**src/hw/rtl/pos_list_pkg.sv**
```systemverilog
// Shared constants for the positional list engine: field widths, request
// and status codes, default sizes. No dependencies.
`default_nettype none

package pos_list_pkg;

   localparam int CAPACITY_DEF   = 64;
   localparam int ELEM_WIDTH_DEF = 32;

   localparam int FUNC_W = 3;
   localparam int POS_W  = 7;
   localparam int VAL_W  = 32;
   localparam int STAT_W = 2;
   localparam int LEN_W  = 7;

   localparam logic [FUNC_W-1:0] FN_ADD_FRONT = 3'd0;
   localparam logic [FUNC_W-1:0] FN_ADD_REAR  = 3'd1;
   localparam logic [FUNC_W-1:0] FN_REM_FRONT = 3'd2;
   localparam logic [FUNC_W-1:0] FN_REM_REAR  = 3'd3;
   localparam logic [FUNC_W-1:0] FN_INS_AT    = 3'd4;
   localparam logic [FUNC_W-1:0] FN_DEL_AT    = 3'd5;

   localparam logic [STAT_W-1:0] ST_OK        = 2'd0;
   localparam logic [STAT_W-1:0] ST_UNDERFLOW = 2'd1;
   localparam logic [STAT_W-1:0] ST_RANGE     = 2'd2;
   localparam logic [STAT_W-1:0] ST_FULL      = 2'd3;

endpackage

`default_nettype wire

```
**src/hw/rtl/pos_list_store.sv**
```systemverilog
// Element store of the positional list engine: one write port, one read
// port with registered read data. Uses pos_list_pkg only for defaults.
`default_nettype none

module pos_list_store
   import pos_list_pkg::*;
#(
   parameter int DEPTH = CAPACITY_DEF,
   parameter int WIDTH = ELEM_WIDTH_DEF,
   parameter int AW    = $clog2(DEPTH)
) (
   input  wire logic             clock,
   input  wire logic             wr_en,
   input  wire logic [AW-1:0]    wr_addr,
   input  wire logic [WIDTH-1:0] wr_data,
   input  wire logic             rd_en,
   input  wire logic [AW-1:0]    rd_addr,
   output logic      [WIDTH-1:0] rd_data
);

   logic [WIDTH-1:0] mem [DEPTH];
   logic [WIDTH-1:0] rd_data_ff;

   always_ff @(posedge clock) begin
      if (wr_en) begin
         mem[wr_addr] <= wr_data;
      end
   end

   always_ff @(posedge clock) begin
      if (rd_en) begin
         rd_data_ff <= mem[rd_addr];
      end
   end

   assign rd_data = rd_data_ff;

endmodule

`default_nettype wire

```
**src/hw/rtl/pos_list_ctrl.sv**
```systemverilog
// Sequencer of the positional list engine: decodes a request, checks it,
// shifts stored words one per cycle through the store and builds the result.
// Depends on pos_list_pkg.
`default_nettype none

module pos_list_ctrl
   import pos_list_pkg::*;
#(
   parameter int DEPTH = CAPACITY_DEF,
   parameter int WIDTH = ELEM_WIDTH_DEF,
   parameter int AW    = $clog2(DEPTH)
) (
   input  wire logic              clock,
   input  wire logic              reset,
   input  wire logic              start,
   output logic                   busy,
   input  wire logic [FUNC_W-1:0] req_func,
   input  wire logic [POS_W-1:0]  req_position,
   input  wire logic [VAL_W-1:0]  req_item_value,
   output logic                   rsp_strobe,
   output logic [VAL_W-1:0]       rsp_removed_value,
   output logic [STAT_W-1:0]      rsp_status,
   output logic [LEN_W-1:0]       rsp_length,
   output logic                   rsp_is_empty,
   output logic                   mem_wr_en,
   output logic [AW-1:0]          mem_wr_addr,
   output logic [WIDTH-1:0]       mem_wr_data,
   output logic                   mem_rd_en,
   output logic [AW-1:0]          mem_rd_addr,
   input  wire logic [WIDTH-1:0]  mem_rd_data
);

   localparam int CW   = $clog2(DEPTH + 1);
   localparam int CMPW = ((CW > POS_W) ? CW : POS_W) + 1;

   localparam logic [1:0] S_IDLE  = 2'd0;
   localparam logic [1:0] S_MOVE  = 2'd1;
   localparam logic [1:0] S_DRAIN = 2'd2;
   localparam logic [1:0] S_PUT   = 2'd3;

   logic [1:0]        state_ff, state_in;
   logic [CW-1:0]     count_ff, count_in;
   logic [AW-1:0]     rd_ptr_ff, rd_ptr_in;
   logic [AW-1:0]     stop_ff, stop_in;
   logic [AW-1:0]     idx_ff, idx_in;
   logic [WIDTH-1:0]  val_ff, val_in;
   logic              ins_ff, ins_in;
   logic              pend_ff, pend_in;
   logic              cap_ff, cap_in;
   logic [AW-1:0]     pdst_ff, pdst_in;
   logic [WIDTH-1:0]  rem_ff, rem_in;

   logic              strobe_ff, strobe_in;
   logic [WIDTH-1:0]  out_rem_ff, out_rem_in;
   logic [STAT_W-1:0] out_stat_ff, out_stat_in;
   logic [CW-1:0]     out_len_ff, out_len_in;

   logic              accept;
   logic              full;
   logic              empty;
   logic [CMPW-1:0]   pos_x;
   logic [CMPW-1:0]   cnt_x;
   logic [WIDTH-1:0]  in_val;
   logic [STAT_W-1:0] chk_stat;
   logic              do_ins;
   logic              do_del;
   logic [AW-1:0]     op_idx;

   assign accept = start && (state_ff == S_IDLE);
   assign busy   = (state_ff != S_IDLE);
   assign full   = (count_ff == CW'(DEPTH));
   assign empty  = (count_ff == '0);
   assign pos_x  = CMPW'(req_position);
   assign cnt_x  = CMPW'(count_ff);
   assign in_val = WIDTH'(64'(req_item_value));

   // request check and slot selection
   always_comb begin
      chk_stat = ST_OK;
      do_ins   = 1'b0;
      do_del   = 1'b0;
      op_idx   = '0;
      unique case (req_func)
         FN_ADD_FRONT: begin
            if (full) chk_stat = ST_FULL;
            else      do_ins   = 1'b1;
         end
         FN_ADD_REAR: begin
            op_idx = AW'(count_ff);
            if (full) chk_stat = ST_FULL;
            else      do_ins   = 1'b1;
         end
         FN_REM_FRONT: begin
            if (empty) chk_stat = ST_UNDERFLOW;
            else       do_del   = 1'b1;
         end
         FN_REM_REAR: begin
            op_idx = AW'(count_ff - 1'b1);
            if (empty) chk_stat = ST_UNDERFLOW;
            else       do_del   = 1'b1;
         end
         FN_INS_AT: begin
            op_idx = AW'(pos_x - 1'b1);
            // range check takes precedence over full
            if ((pos_x == '0) || (pos_x > cnt_x + 1'b1)) chk_stat = ST_RANGE;
            else if (full)                               chk_stat = ST_FULL;
            else                                         do_ins   = 1'b1;
         end
         FN_DEL_AT: begin
            op_idx = AW'(pos_x - 1'b1);
            if ((pos_x == '0) || (pos_x > cnt_x)) chk_stat = ST_RANGE;
            else                                  do_del   = 1'b1;
         end
         default: begin
            chk_stat = ST_OK;
         end
      endcase
   end

   // write port: shifted word from the previous read, or the new word
   always_comb begin
      if (state_ff == S_PUT) begin
         mem_wr_en   = 1'b1;
         mem_wr_addr = idx_ff;
         mem_wr_data = val_ff;
      end else begin
         mem_wr_en   = pend_ff && !cap_ff;
         mem_wr_addr = pdst_ff;
         mem_wr_data = mem_rd_data;
      end
   end

   assign mem_rd_en   = (state_ff == S_MOVE);
   assign mem_rd_addr = rd_ptr_ff;

   always_comb begin
      state_in    = state_ff;
      count_in    = count_ff;
      rd_ptr_in   = rd_ptr_ff;
      stop_in     = stop_ff;
      idx_in      = idx_ff;
      val_in      = val_ff;
      ins_in      = ins_ff;
      pend_in     = 1'b0;
      cap_in      = 1'b0;
      pdst_in     = pdst_ff;
      rem_in      = (pend_ff && cap_ff) ? mem_rd_data : rem_ff;
      strobe_in   = 1'b0;
      out_rem_in  = out_rem_ff;
      out_stat_in = out_stat_ff;
      out_len_in  = out_len_ff;

      unique case (state_ff)
         S_IDLE: begin
            if (accept) begin
               idx_in = op_idx;
               val_in = in_val;
               if (do_ins) begin
                  ins_in = 1'b1;
                  if (CW'(op_idx) == count_ff) begin
                     state_in = S_PUT;
                  end else begin
                     state_in  = S_MOVE;
                     rd_ptr_in = AW'(count_ff - 1'b1);
                     stop_in   = op_idx;
                  end
               end else if (do_del) begin
                  ins_in    = 1'b0;
                  state_in  = S_MOVE;
                  rd_ptr_in = op_idx;
                  stop_in   = AW'(count_ff - 1'b1);
               end else begin
                  strobe_in   = 1'b1;
                  out_rem_in  = '0;
                  out_stat_in = chk_stat;
                  out_len_in  = count_ff;
               end
            end
         end
         S_MOVE: begin
            pend_in = 1'b1;
            // first read of a delete is the removed word, not a move
            cap_in  = !ins_ff && (rd_ptr_ff == idx_ff);
            pdst_in = ins_ff ? rd_ptr_ff + 1'b1 : rd_ptr_ff - 1'b1;
            if (rd_ptr_ff == stop_ff) begin
               state_in = S_DRAIN;
            end else begin
               rd_ptr_in = ins_ff ? rd_ptr_ff - 1'b1 : rd_ptr_ff + 1'b1;
            end
         end
         S_DRAIN: begin
            if (ins_ff) begin
               state_in = S_PUT;
            end else begin
               state_in    = S_IDLE;
               count_in    = count_ff - 1'b1;
               strobe_in   = 1'b1;
               out_rem_in  = (pend_ff && cap_ff) ? mem_rd_data : rem_ff;
               out_stat_in = ST_OK;
               out_len_in  = count_ff - 1'b1;
            end
         end
         S_PUT: begin
            state_in    = S_IDLE;
            count_in    = count_ff + 1'b1;
            strobe_in   = 1'b1;
            out_rem_in  = '0;
            out_stat_in = ST_OK;
            out_len_in  = count_ff + 1'b1;
         end
         default: begin
            state_in = S_IDLE;
         end
      endcase
   end

   always_ff @(posedge clock) begin
      if (reset) begin
         state_ff  <= S_IDLE;
         count_ff  <= '0;
         pend_ff   <= 1'b0;
         strobe_ff <= 1'b0;
      end else begin
         state_ff  <= state_in;
         count_ff  <= count_in;
         pend_ff   <= pend_in;
         strobe_ff <= strobe_in;
      end
   end

   always_ff @(posedge clock) begin
      rd_ptr_ff   <= rd_ptr_in;
      stop_ff     <= stop_in;
      idx_ff      <= idx_in;
      val_ff      <= val_in;
      ins_ff      <= ins_in;
      cap_ff      <= cap_in;
      pdst_ff     <= pdst_in;
      rem_ff      <= rem_in;
      out_rem_ff  <= out_rem_in;
      out_stat_ff <= out_stat_in;
      out_len_ff  <= out_len_in;
   end

   assign rsp_strobe        = strobe_ff;
   assign rsp_removed_value = VAL_W'(64'(out_rem_ff));
   assign rsp_status        = out_stat_ff;
   assign rsp_length        = LEN_W'(out_len_ff);
   assign rsp_is_empty      = (out_len_ff == '0);

endmodule

`default_nettype wire

```
**src/hw/rtl/positional_list_engine.sv**
```systemverilog
// Top level of the positional list engine: sequencer plus element store.
// Depends on pos_list_pkg, pos_list_ctrl, pos_list_store.
//
//   channel   ports                                   handshake
//   request   req_func, req_position, req_item_value  start & !busy
//   result    rsp_removed_value, rsp_status,          rsp_strobe, one cycle
//             rsp_length, rsp_is_empty
//
// A rejected or no-op request gives its result the cycle after acceptance.
// Insert/add: one store read per word moved toward the rear (count - slot),
// a drain state, then one write of the new word; adding at the rear goes
// straight to the write. Delete/remove: one read per word from the slot to
// the rear, then a drain that gives the result. Moves are paced by the
// single store read port.
// Reset empties the list at once; the store itself is never cleared.
// Results cannot be stalled; the next request may start while one is shown.
`default_nettype none

module positional_list_engine
   import pos_list_pkg::*;
#(
   parameter int CAPACITY   = CAPACITY_DEF,
   parameter int ELEM_WIDTH = ELEM_WIDTH_DEF
) (
   input  wire logic              clock,
   input  wire logic              reset,
   input  wire logic              start,
   output logic                   busy,
   input  wire logic [FUNC_W-1:0] req_func,
   input  wire logic [POS_W-1:0]  req_position,
   input  wire logic [VAL_W-1:0]  req_item_value,
   output logic                   rsp_strobe,
   output logic [VAL_W-1:0]       rsp_removed_value,
   output logic [STAT_W-1:0]      rsp_status,
   output logic [LEN_W-1:0]       rsp_length,
   output logic                   rsp_is_empty
);

   localparam int AW = $clog2(CAPACITY);

   logic                  mem_wr_en;
   logic [AW-1:0]         mem_wr_addr;
   logic [ELEM_WIDTH-1:0] mem_wr_data;
   logic                  mem_rd_en;
   logic [AW-1:0]         mem_rd_addr;
   logic [ELEM_WIDTH-1:0] mem_rd_data;

   pos_list_ctrl #(
      .DEPTH (CAPACITY),
      .WIDTH (ELEM_WIDTH),
      .AW    (AW)
   ) u_ctrl (
      .clock             (clock),
      .reset             (reset),
      .start             (start),
      .busy              (busy),
      .req_func          (req_func),
      .req_position      (req_position),
      .req_item_value    (req_item_value),
      .rsp_strobe        (rsp_strobe),
      .rsp_removed_value (rsp_removed_value),
      .rsp_status        (rsp_status),
      .rsp_length        (rsp_length),
      .rsp_is_empty      (rsp_is_empty),
      .mem_wr_en         (mem_wr_en),
      .mem_wr_addr       (mem_wr_addr),
      .mem_wr_data       (mem_wr_data),
      .mem_rd_en         (mem_rd_en),
      .mem_rd_addr       (mem_rd_addr),
      .mem_rd_data       (mem_rd_data)
   );

   pos_list_store #(
      .DEPTH (CAPACITY),
      .WIDTH (ELEM_WIDTH),
      .AW    (AW)
   ) u_store (
      .clock   (clock),
      .wr_en   (mem_wr_en),
      .wr_addr (mem_wr_addr),
      .wr_data (mem_wr_data),
      .rd_en   (mem_rd_en),
      .rd_addr (mem_rd_addr),
      .rd_data (mem_rd_data)
   );

endmodule

`default_nettype wire

```
**config.mk**
```make
export PLATFORM = sky130hd
export DESIGN_NAME = positional_list_engine
export DESIGN_NICKNAME = d
export VERILOG_FILES = /design/src/hw/rtl/pos_list_pkg.sv /design/src/hw/rtl/pos_list_store.sv /design/src/hw/rtl/pos_list_ctrl.sv /design/src/hw/rtl/positional_list_engine.sv
export SDC_FILE = /design/constraint.sdc
export NUM_CORES = 2
export LEC_CHECK = 0
export BUFFER_PORTS_ARGS = -buffer_cell sky130_fd_sc_hd__buf_2
export CORE_MARGIN = 3
export CORE_UTILIZATION = 40
export DETAILED_ROUTE_END_ITERATION = 8
export PLACE_DENSITY = 0.63
export SYNTH_ARGS = -nofsm -noshare
export SYNTH_HDL_FRONTEND = slang
export SYNTH_SLANG_ARGS = --single-unit
```
**constraint.sdc**
```tcl
create_clock -name clock -period 6.5 [get_ports clock]
set_clock_uncertainty 0.1 [all_clocks]
set_input_delay 1.3 -clock clock [delete_from_list [all_inputs] [get_ports clock]]
set_output_delay 1.3 -clock clock [all_outputs]
set_load 0.01 [all_outputs]
```
== Word level (Yosys, flattened, before mapping) ==
Memory sizes are Yosys's and may differ from the RTL's. A register that Yosys moved wholly into a read port is not among the register bits.
Index checks and enable logic that the tools add are counted.
Word-level totals
  memory bits (writable): 2048
  register bits: 142
  bits of input ports: 45
  output and inout bits: 44
  memories: 1
  logic and storage cells: 132
Operators by class
  equality and inequality tests: 21
  $add $sub $neg: 6
  muxes and demuxes: 59
  reductions and logical operators: 28
  order comparisons: 2
Memories
  u_store.mem: words 64, width 32, rd ports 1, clocked after Yosys merged registers in 1, write ports 1, RTL line pos_list_store.sv:21  | logic [WIDTH-1:0] mem [DEPTH];
Operators with widths (number)
  32-bit two-way mux: 6
  32-bit one-hot mux with 3 select lines: 1
  6-bit two-way mux: 11
  7-bit two-way mux: 4
  2-bit two-way mux: 13
  7-bit one-hot mux with 3 select lines: 1
  6-bit one-hot mux with 3 select lines: 1
  2-bit one-hot mux with 4 select lines: 2
  7-bit logical NOT: 2
  1-bit two-way mux: 14
  7-bit one-hot mux with 2 select lines: 1
  6-bit == test: 2
  6-bit one-hot mux with 2 select lines: 1
  6-bit by 1-bit subtractor with 6-bit output (second input constant): 2
  2-bit != test (second input constant): 5
  5-bit AND reduction: 2
  7-bit by 1-bit adder with 8-bit output (second input constant): 1
  7-bit by 8-bit > comparator with 1-bit output: 1
  8-bit logical NOT: 1
  2-bit nonzero test: 4
  7-bit by 1-bit adder with 7-bit output (second input constant): 1
  6-bit by 7-bit == test with 1-bit output: 1
  7-bit == test (second input constant): 1
  7-bit > comparator: 1
  other kinds (23): 37

== Depth between registers and ports, before layout ==
  depth in word-level cells: 9
  depth in mapped cells: 14

== Hierarchy ==
From an unflattened synthesis, not the netlist that was laid out.
Unflattened totals
  cell total of the unflattened synthesis: 4006
  area total of the unflattened synthesis: 86121.3 um^2
By module, submodules not included
  pos_list_store: seq. area each 62459.9 um^2, area an instance 78835.6 um^2, times used 1, cells each 3324
  pos_list_ctrl: seq. area each 3823.7 um^2, area an instance 7285.7 um^2, times used 1, cells each 682

== Worst setup path after synthesis ==
OpenSTA, ideal clock, no wires.
  path type: in2reg
  start: input req_position[5]
  end: register u_ctrl.out_len_ff[0], in the netlist u_ctrl.rsp_length[0], enable pin
  path slack: 1.063 ns
  stages: 6
  path buffers: 0
  required time: 5.941 ns
  arrival: 4.878 ns
  path through: ha_1 nand3_1 o311ai_0 a21oi_1 a211oi_2 a2bb2oi_1
Between the ends
  word-level cells in the longest chain between the ends: 6
  elaborated cells between the ends (all ways): 12
RTL lines
  from (decl): RTL line positional_list_engine.sv:30  | input wire logic [POS_W-1:0] req_position,
  7-bit by 8-bit > comparator with 1-bit output (tied with other cells): RTL line pos_list_ctrl.sv:105  | if ((pos_x == '0) || (pos_x > cnt_x + 1'b1)) chk_stat = ST_RANGE;
  1-bit logical OR, on equally long branches: RTL line pos_list_ctrl.sv:105, pos_list_ctrl.sv:111
  1-bit two-way mux, on equally long branches: RTL line pos_list_ctrl.sv:105, pos_list_ctrl.sv:111
  1-bit one-hot mux with 2 select lines: RTL line pos_list_ctrl.sv:83  | unique case (req_func)
  2-bit != test (no line)
  5-bit AND reduction (no line) (*)
  to (signal assigned): RTL line pos_list_ctrl.sv:242  | out_len_ff <= out_len_in;
  to (decl): RTL line pos_list_ctrl.sv:56  | logic [CW-1:0] out_len_ff, out_len_in;
Mark *: on every way between the ends. The rest lies on a longest branch, timed or not.
A chain may end at the register's enable or synchronous reset.

== Worst setup path after layout ==
  start: register u_ctrl.count_ff[2]
  end: register u_ctrl.out_rem_ff[12], in the netlist u_ctrl.rsp_removed_value[12], enable pin
Between the ends
  word-level cells in the longest chain between the ends: 7
  elaborated cells between the ends (all ways): 16
RTL lines
  from (decl): RTL line pos_list_ctrl.sv:42  | logic [CW-1:0] count_ff, count_in;
  from (signal assigned): RTL line pos_list_ctrl.sv:225  | count_ff <= count_in;
  7-bit by 1-bit adder with 8-bit output: RTL line pos_list_ctrl.sv:105
  7-bit by 8-bit > comparator with 1-bit output: RTL line pos_list_ctrl.sv:105
  1-bit logical OR: RTL line pos_list_ctrl.sv:105
  1-bit two-way mux: RTL line pos_list_ctrl.sv:105
  1-bit one-hot mux with 2 select lines: RTL line pos_list_ctrl.sv:83
  2-bit != test (no line)
  5-bit AND reduction (no line) (*)
  to (signal assigned): RTL line pos_list_ctrl.sv:240  | out_rem_ff <= out_rem_in;
  to (decl): RTL line pos_list_ctrl.sv:54  | logic [WIDTH-1:0] out_rem_ff, out_rem_in;
Marks and branches as above.

==> flow_metrics.tcl <==
set metrics [dict create \
    cts_tree "yes" \
    r2r-start "u_ctrl.count_ff[2]" \
    core_um2 213000 \
    overflow 0 \
    crit_path_start_kind "register" \
    reg2reg_to "u_ctrl.rsp_removed_value[12]" \
    status "finished, final reports clean" \
    finalCritPeriodShare 0.724 \
    leakagePower_nw 30.2 \
    drive_gt1_frac 0.306 \
    n_fill_cell 17500 \
    nets 4066 \
    dieArea_um2 220000 \
    slew_headroom 0.109 \
    max-cap-violations 0 \
    min_to "u_ctrl.rem_ff[5]" \
    route.detailed.drc 0 \
    crit_fanout 41 \
    placedCellCount 6599 \
    ys_types 62 \
    path_class "register to register" \
    synth_edf_count 2178 \
    fin_crit_ps 4700 \
    yosys_most_used_dff "edfxtp_1" \
    antenna_left 0 \
    dr.pass1.iters 5 \
    grt_pass1_vias 40800 \
    hpwlAfterDp_um 115000 \
    cts_resized 0 \
    min_from "u_ctrl.rem_ff[5]" \
    use_met2 0.288 \
    cts_num_sinks 2222 \
    synth_cells 3773 \
    power_density_nw_per_um2 441 \
    yosysWarnings 0 \
    path_clk_slew_ps 70 \
    end_kind "register" \
    chipHeight_um 469 \
    avgRoutedWirePerCell_um 28.8 \
    die_width_um 469 \
    syn-cell-area_um2 85900 \
    synth_fp_nets 3839 \
    grt_util_met1 0.270 \
    hold_depth 1 \
    dr.first_iter.drc_count 4569 \
    cts_setup_buffers 0 \
    cts-hold-fix-buffers 0 \
    r2r_cells 11 \
    rows 169 \
    slew_violations 0 \
    drt_wl_total_um 202000 \
    finalHoldViolations 0 \
    peakVddDrop_uv 327 \
    clock_latency_ps 830 \
    setup_tns_ps 0 \
    seq_area_frac_synth 0.772 \
    pin_count 89 \
    setup_violations 0 \
    arrival_ps 5050 \
    whs_ps 366 \
    finalNonFillerCells 7011 \
    grt_pass1_wl_um 296000 \
    synth-seq-cells 2222 \
    place_congestion 0.837 \
    top_usage_layer "met2" \
    grt_usage 0.183 \
    clk_path_buf_depth 3 \
    tightest_slew_ps 1340 \
    cts-root-buf "clkbuf_16" \
    crit_required_ps 6850 \
    start_util 0.404 \
    area_growth_pct 13.5 \
    grt_setup_unrepaired "no" \
    ff_latch_area_um2 66300 \
    numCtsBuffers 218 \
    avgSynthCellArea_um2 22.8 \
    cts_htree_levels 4 \
    via_per_inst 5.73 \
    r2r_slack_ps 1800 \
    met3_usage 0.0289 \
    hold_path.class "register to register" \
    port_buffers 88 \
    multi_input_area_um2 19200 \
    grt_start_max_net_pins 150 \
    num_vias 40200 \
    fmax_mhz 213 \
    synthArstFlopShare 0 \
    antenna_found_initial 8 \
]
==> report_power, final <==
group          leakage, nW  switching, mW  total, mW  internal (mW)
Clock                 3.34           5.22       12.2           6.95
Combinational         6.89           7.47       12.5           5.07
Sequential            20.0          0.352       18.3           18.0
Total                 30.2           13.0       43.0           30.0
==> logic make-up after synthesis <==
logic type / count (synthesis) / synth area share
multiplexers: 694 / 0.175
AO/OA/AOI/OAI: 167 / 0.0134
buffers and inverters: 228 / 0.0122
flip-flops: 2222 / 0.772
adder cells (fa/ha/maj): 21 / 0.00306
XOR/XNOR: 45 / 0.00459
AND/OR/NAND/NOR: 396 / 0.0205
==> cells in the final DEF (no fill, tap or decap), drive strengths merged, types with 21 or more instances in the layout <==
cell	netlist	layout
xnor2	32	32
nor2b	39	39
nand2	179	179
a22oi	63	63
dfxtp	44	44
inv	26	32
clkinv	2	92
nor2	102	102
a21oi	25	25
o21ai	25	25
buf	93	207
mux4	640	640
mux2	36	36
ha	21	21
edfxtp	2178	2178
clkbuf	107	291
==> state kept, by name (all words and copies together), names as in the netlist <==
signal / count
u_ctrl.rsp_length: 7
u_ctrl.pend_ff: 1
u_ctrl.idx_ff: 6
u_ctrl.state_ff: 2
u_ctrl.cap_ff: 1
u_ctrl.ins_ff: 1
u_ctrl.rem_ff: 32
u_ctrl.count_ff: 7
u_ctrl.pdst_ff: 6
u_ctrl.stop_ff: 6
u_store.mem: 2048
u_ctrl.val_ff: 32
u_store.rd_data: 32
u_ctrl.rsp_removed_value: 32
u_ctrl.rsp_status: 2
u_ctrl.mem_rd_addr: 6
u_ctrl.rsp_strobe: 1
==> stage by stage <==
step | utilization | power (mW) | area [um^2] | setup slack, ps
2_1_floorplan | - | 26.8 | 85900 | 1060
5_1_grt | 0.458 | 44.7 | 97500 | 1440
6_report | 0.458 | 43.0 | 97500 | 1800
3_3_place_gp | 0.426 | 31.1 | 90600 | 1960
4_1_cts | 0.458 | 43.4 | 97500 | 1880
3_5_place_dp | 0.426 | 31.3 | 90600 | 1880
==> worst max-delay path by stage <==
| stage | end | from | cells past startpoint |
|---|---|---|---|
| 6_report | u_ctrl.rsp_removed_value[12] | u_ctrl.count_ff[2] | 11 |
| 5_1_grt | u_ctrl.rsp_removed_value[12] | u_ctrl.count_ff[2] | 11 |
| 4_1_cts | u_ctrl.rsp_removed_value[12] | u_ctrl.count_ff[2] | 11 |
| 3_5_place_dp | u_ctrl.rsp_removed_value[12] | u_ctrl.count_ff[0] | 11 |
| 3_3_place_gp | u_ctrl.rsp_removed_value[12] | u_ctrl.count_ff[0] | 11 |
| 2_1_floorplan | u_ctrl.rsp_length[0] | req_position[5] | 6 |
==> synth_stat cells, types with 5 or more instances <==
library cell  count  area share
or3_1            10     0.00073
xor2_1           13      0.0013
nor2b_1          39      0.0028
o22ai_1           6     0.00044
mux2_2           36      0.0047
buf_6             7     0.00092
a211oi_1          5     0.00044
mux2i_1          18      0.0021
clkbuf_1        106      0.0046
xnor2_1          32      0.0033
inv_1            24      0.0010
a22oi_1          63      0.0055
ha_1             21      0.0031
nand3_1          13     0.00076
nor3_1           11     0.00064
dfxtp_1          44       0.010
edfxtp_1       2178        0.76
nand2_1         179      0.0078
buf_2            49      0.0029
o21ai_0          24      0.0014
nor4_1            7     0.00051
nand2b_1          9     0.00066
nor3b_1           6     0.00052
a31oi_1           5     0.00036
nand4_1           7     0.00051
nor2_1          102      0.0045
mux4_2          640        0.17
o21a_1            6     0.00052
a21oi_1          25      0.0015
buf_1            18     0.00079
buf_4            19      0.0017
==> layout make-up <==
| cell class | count | area share |
|---|---|---|
| repair buffers | 207 | 0.0153 |
| well taps | 2821 | 0.0362 |
| clock inverters | 116 | 0.0111 |
| diodes | 3 | 0.0000770 |
| multi-input cells | 1323 | 0.197 |
| flip-flops and latches | 2222 | 0.680 |
| inverters | 28 | 0.00110 |
| clock buffers | 291 | 0.0597 |
==> worst max-delay path: stages, from the launching register on <==
cell and delay (ps):
dfxtp_1 770, nand3_1 360, nor2_1 200, xnor2_1 190, inv_1 90, ha_1 310
nand3_1 130, o311ai_0 660, a21oi_1 190, a211oi_2 510, a2bb2oi_4 170, buf_4 560
==> routing by layer <==
| metal | share of wire | routed length, um |
|---|---|---|
| met1 | 0.42 | 85700 |
| met2 | 0.48 | 97200 |
| met3 | 0.075 | 15200 |
| met4 | 0.019 | 3920 |
| met5 | 0.000035 | 7 |
Note: power is estimated with default switching activity, not from simulation.
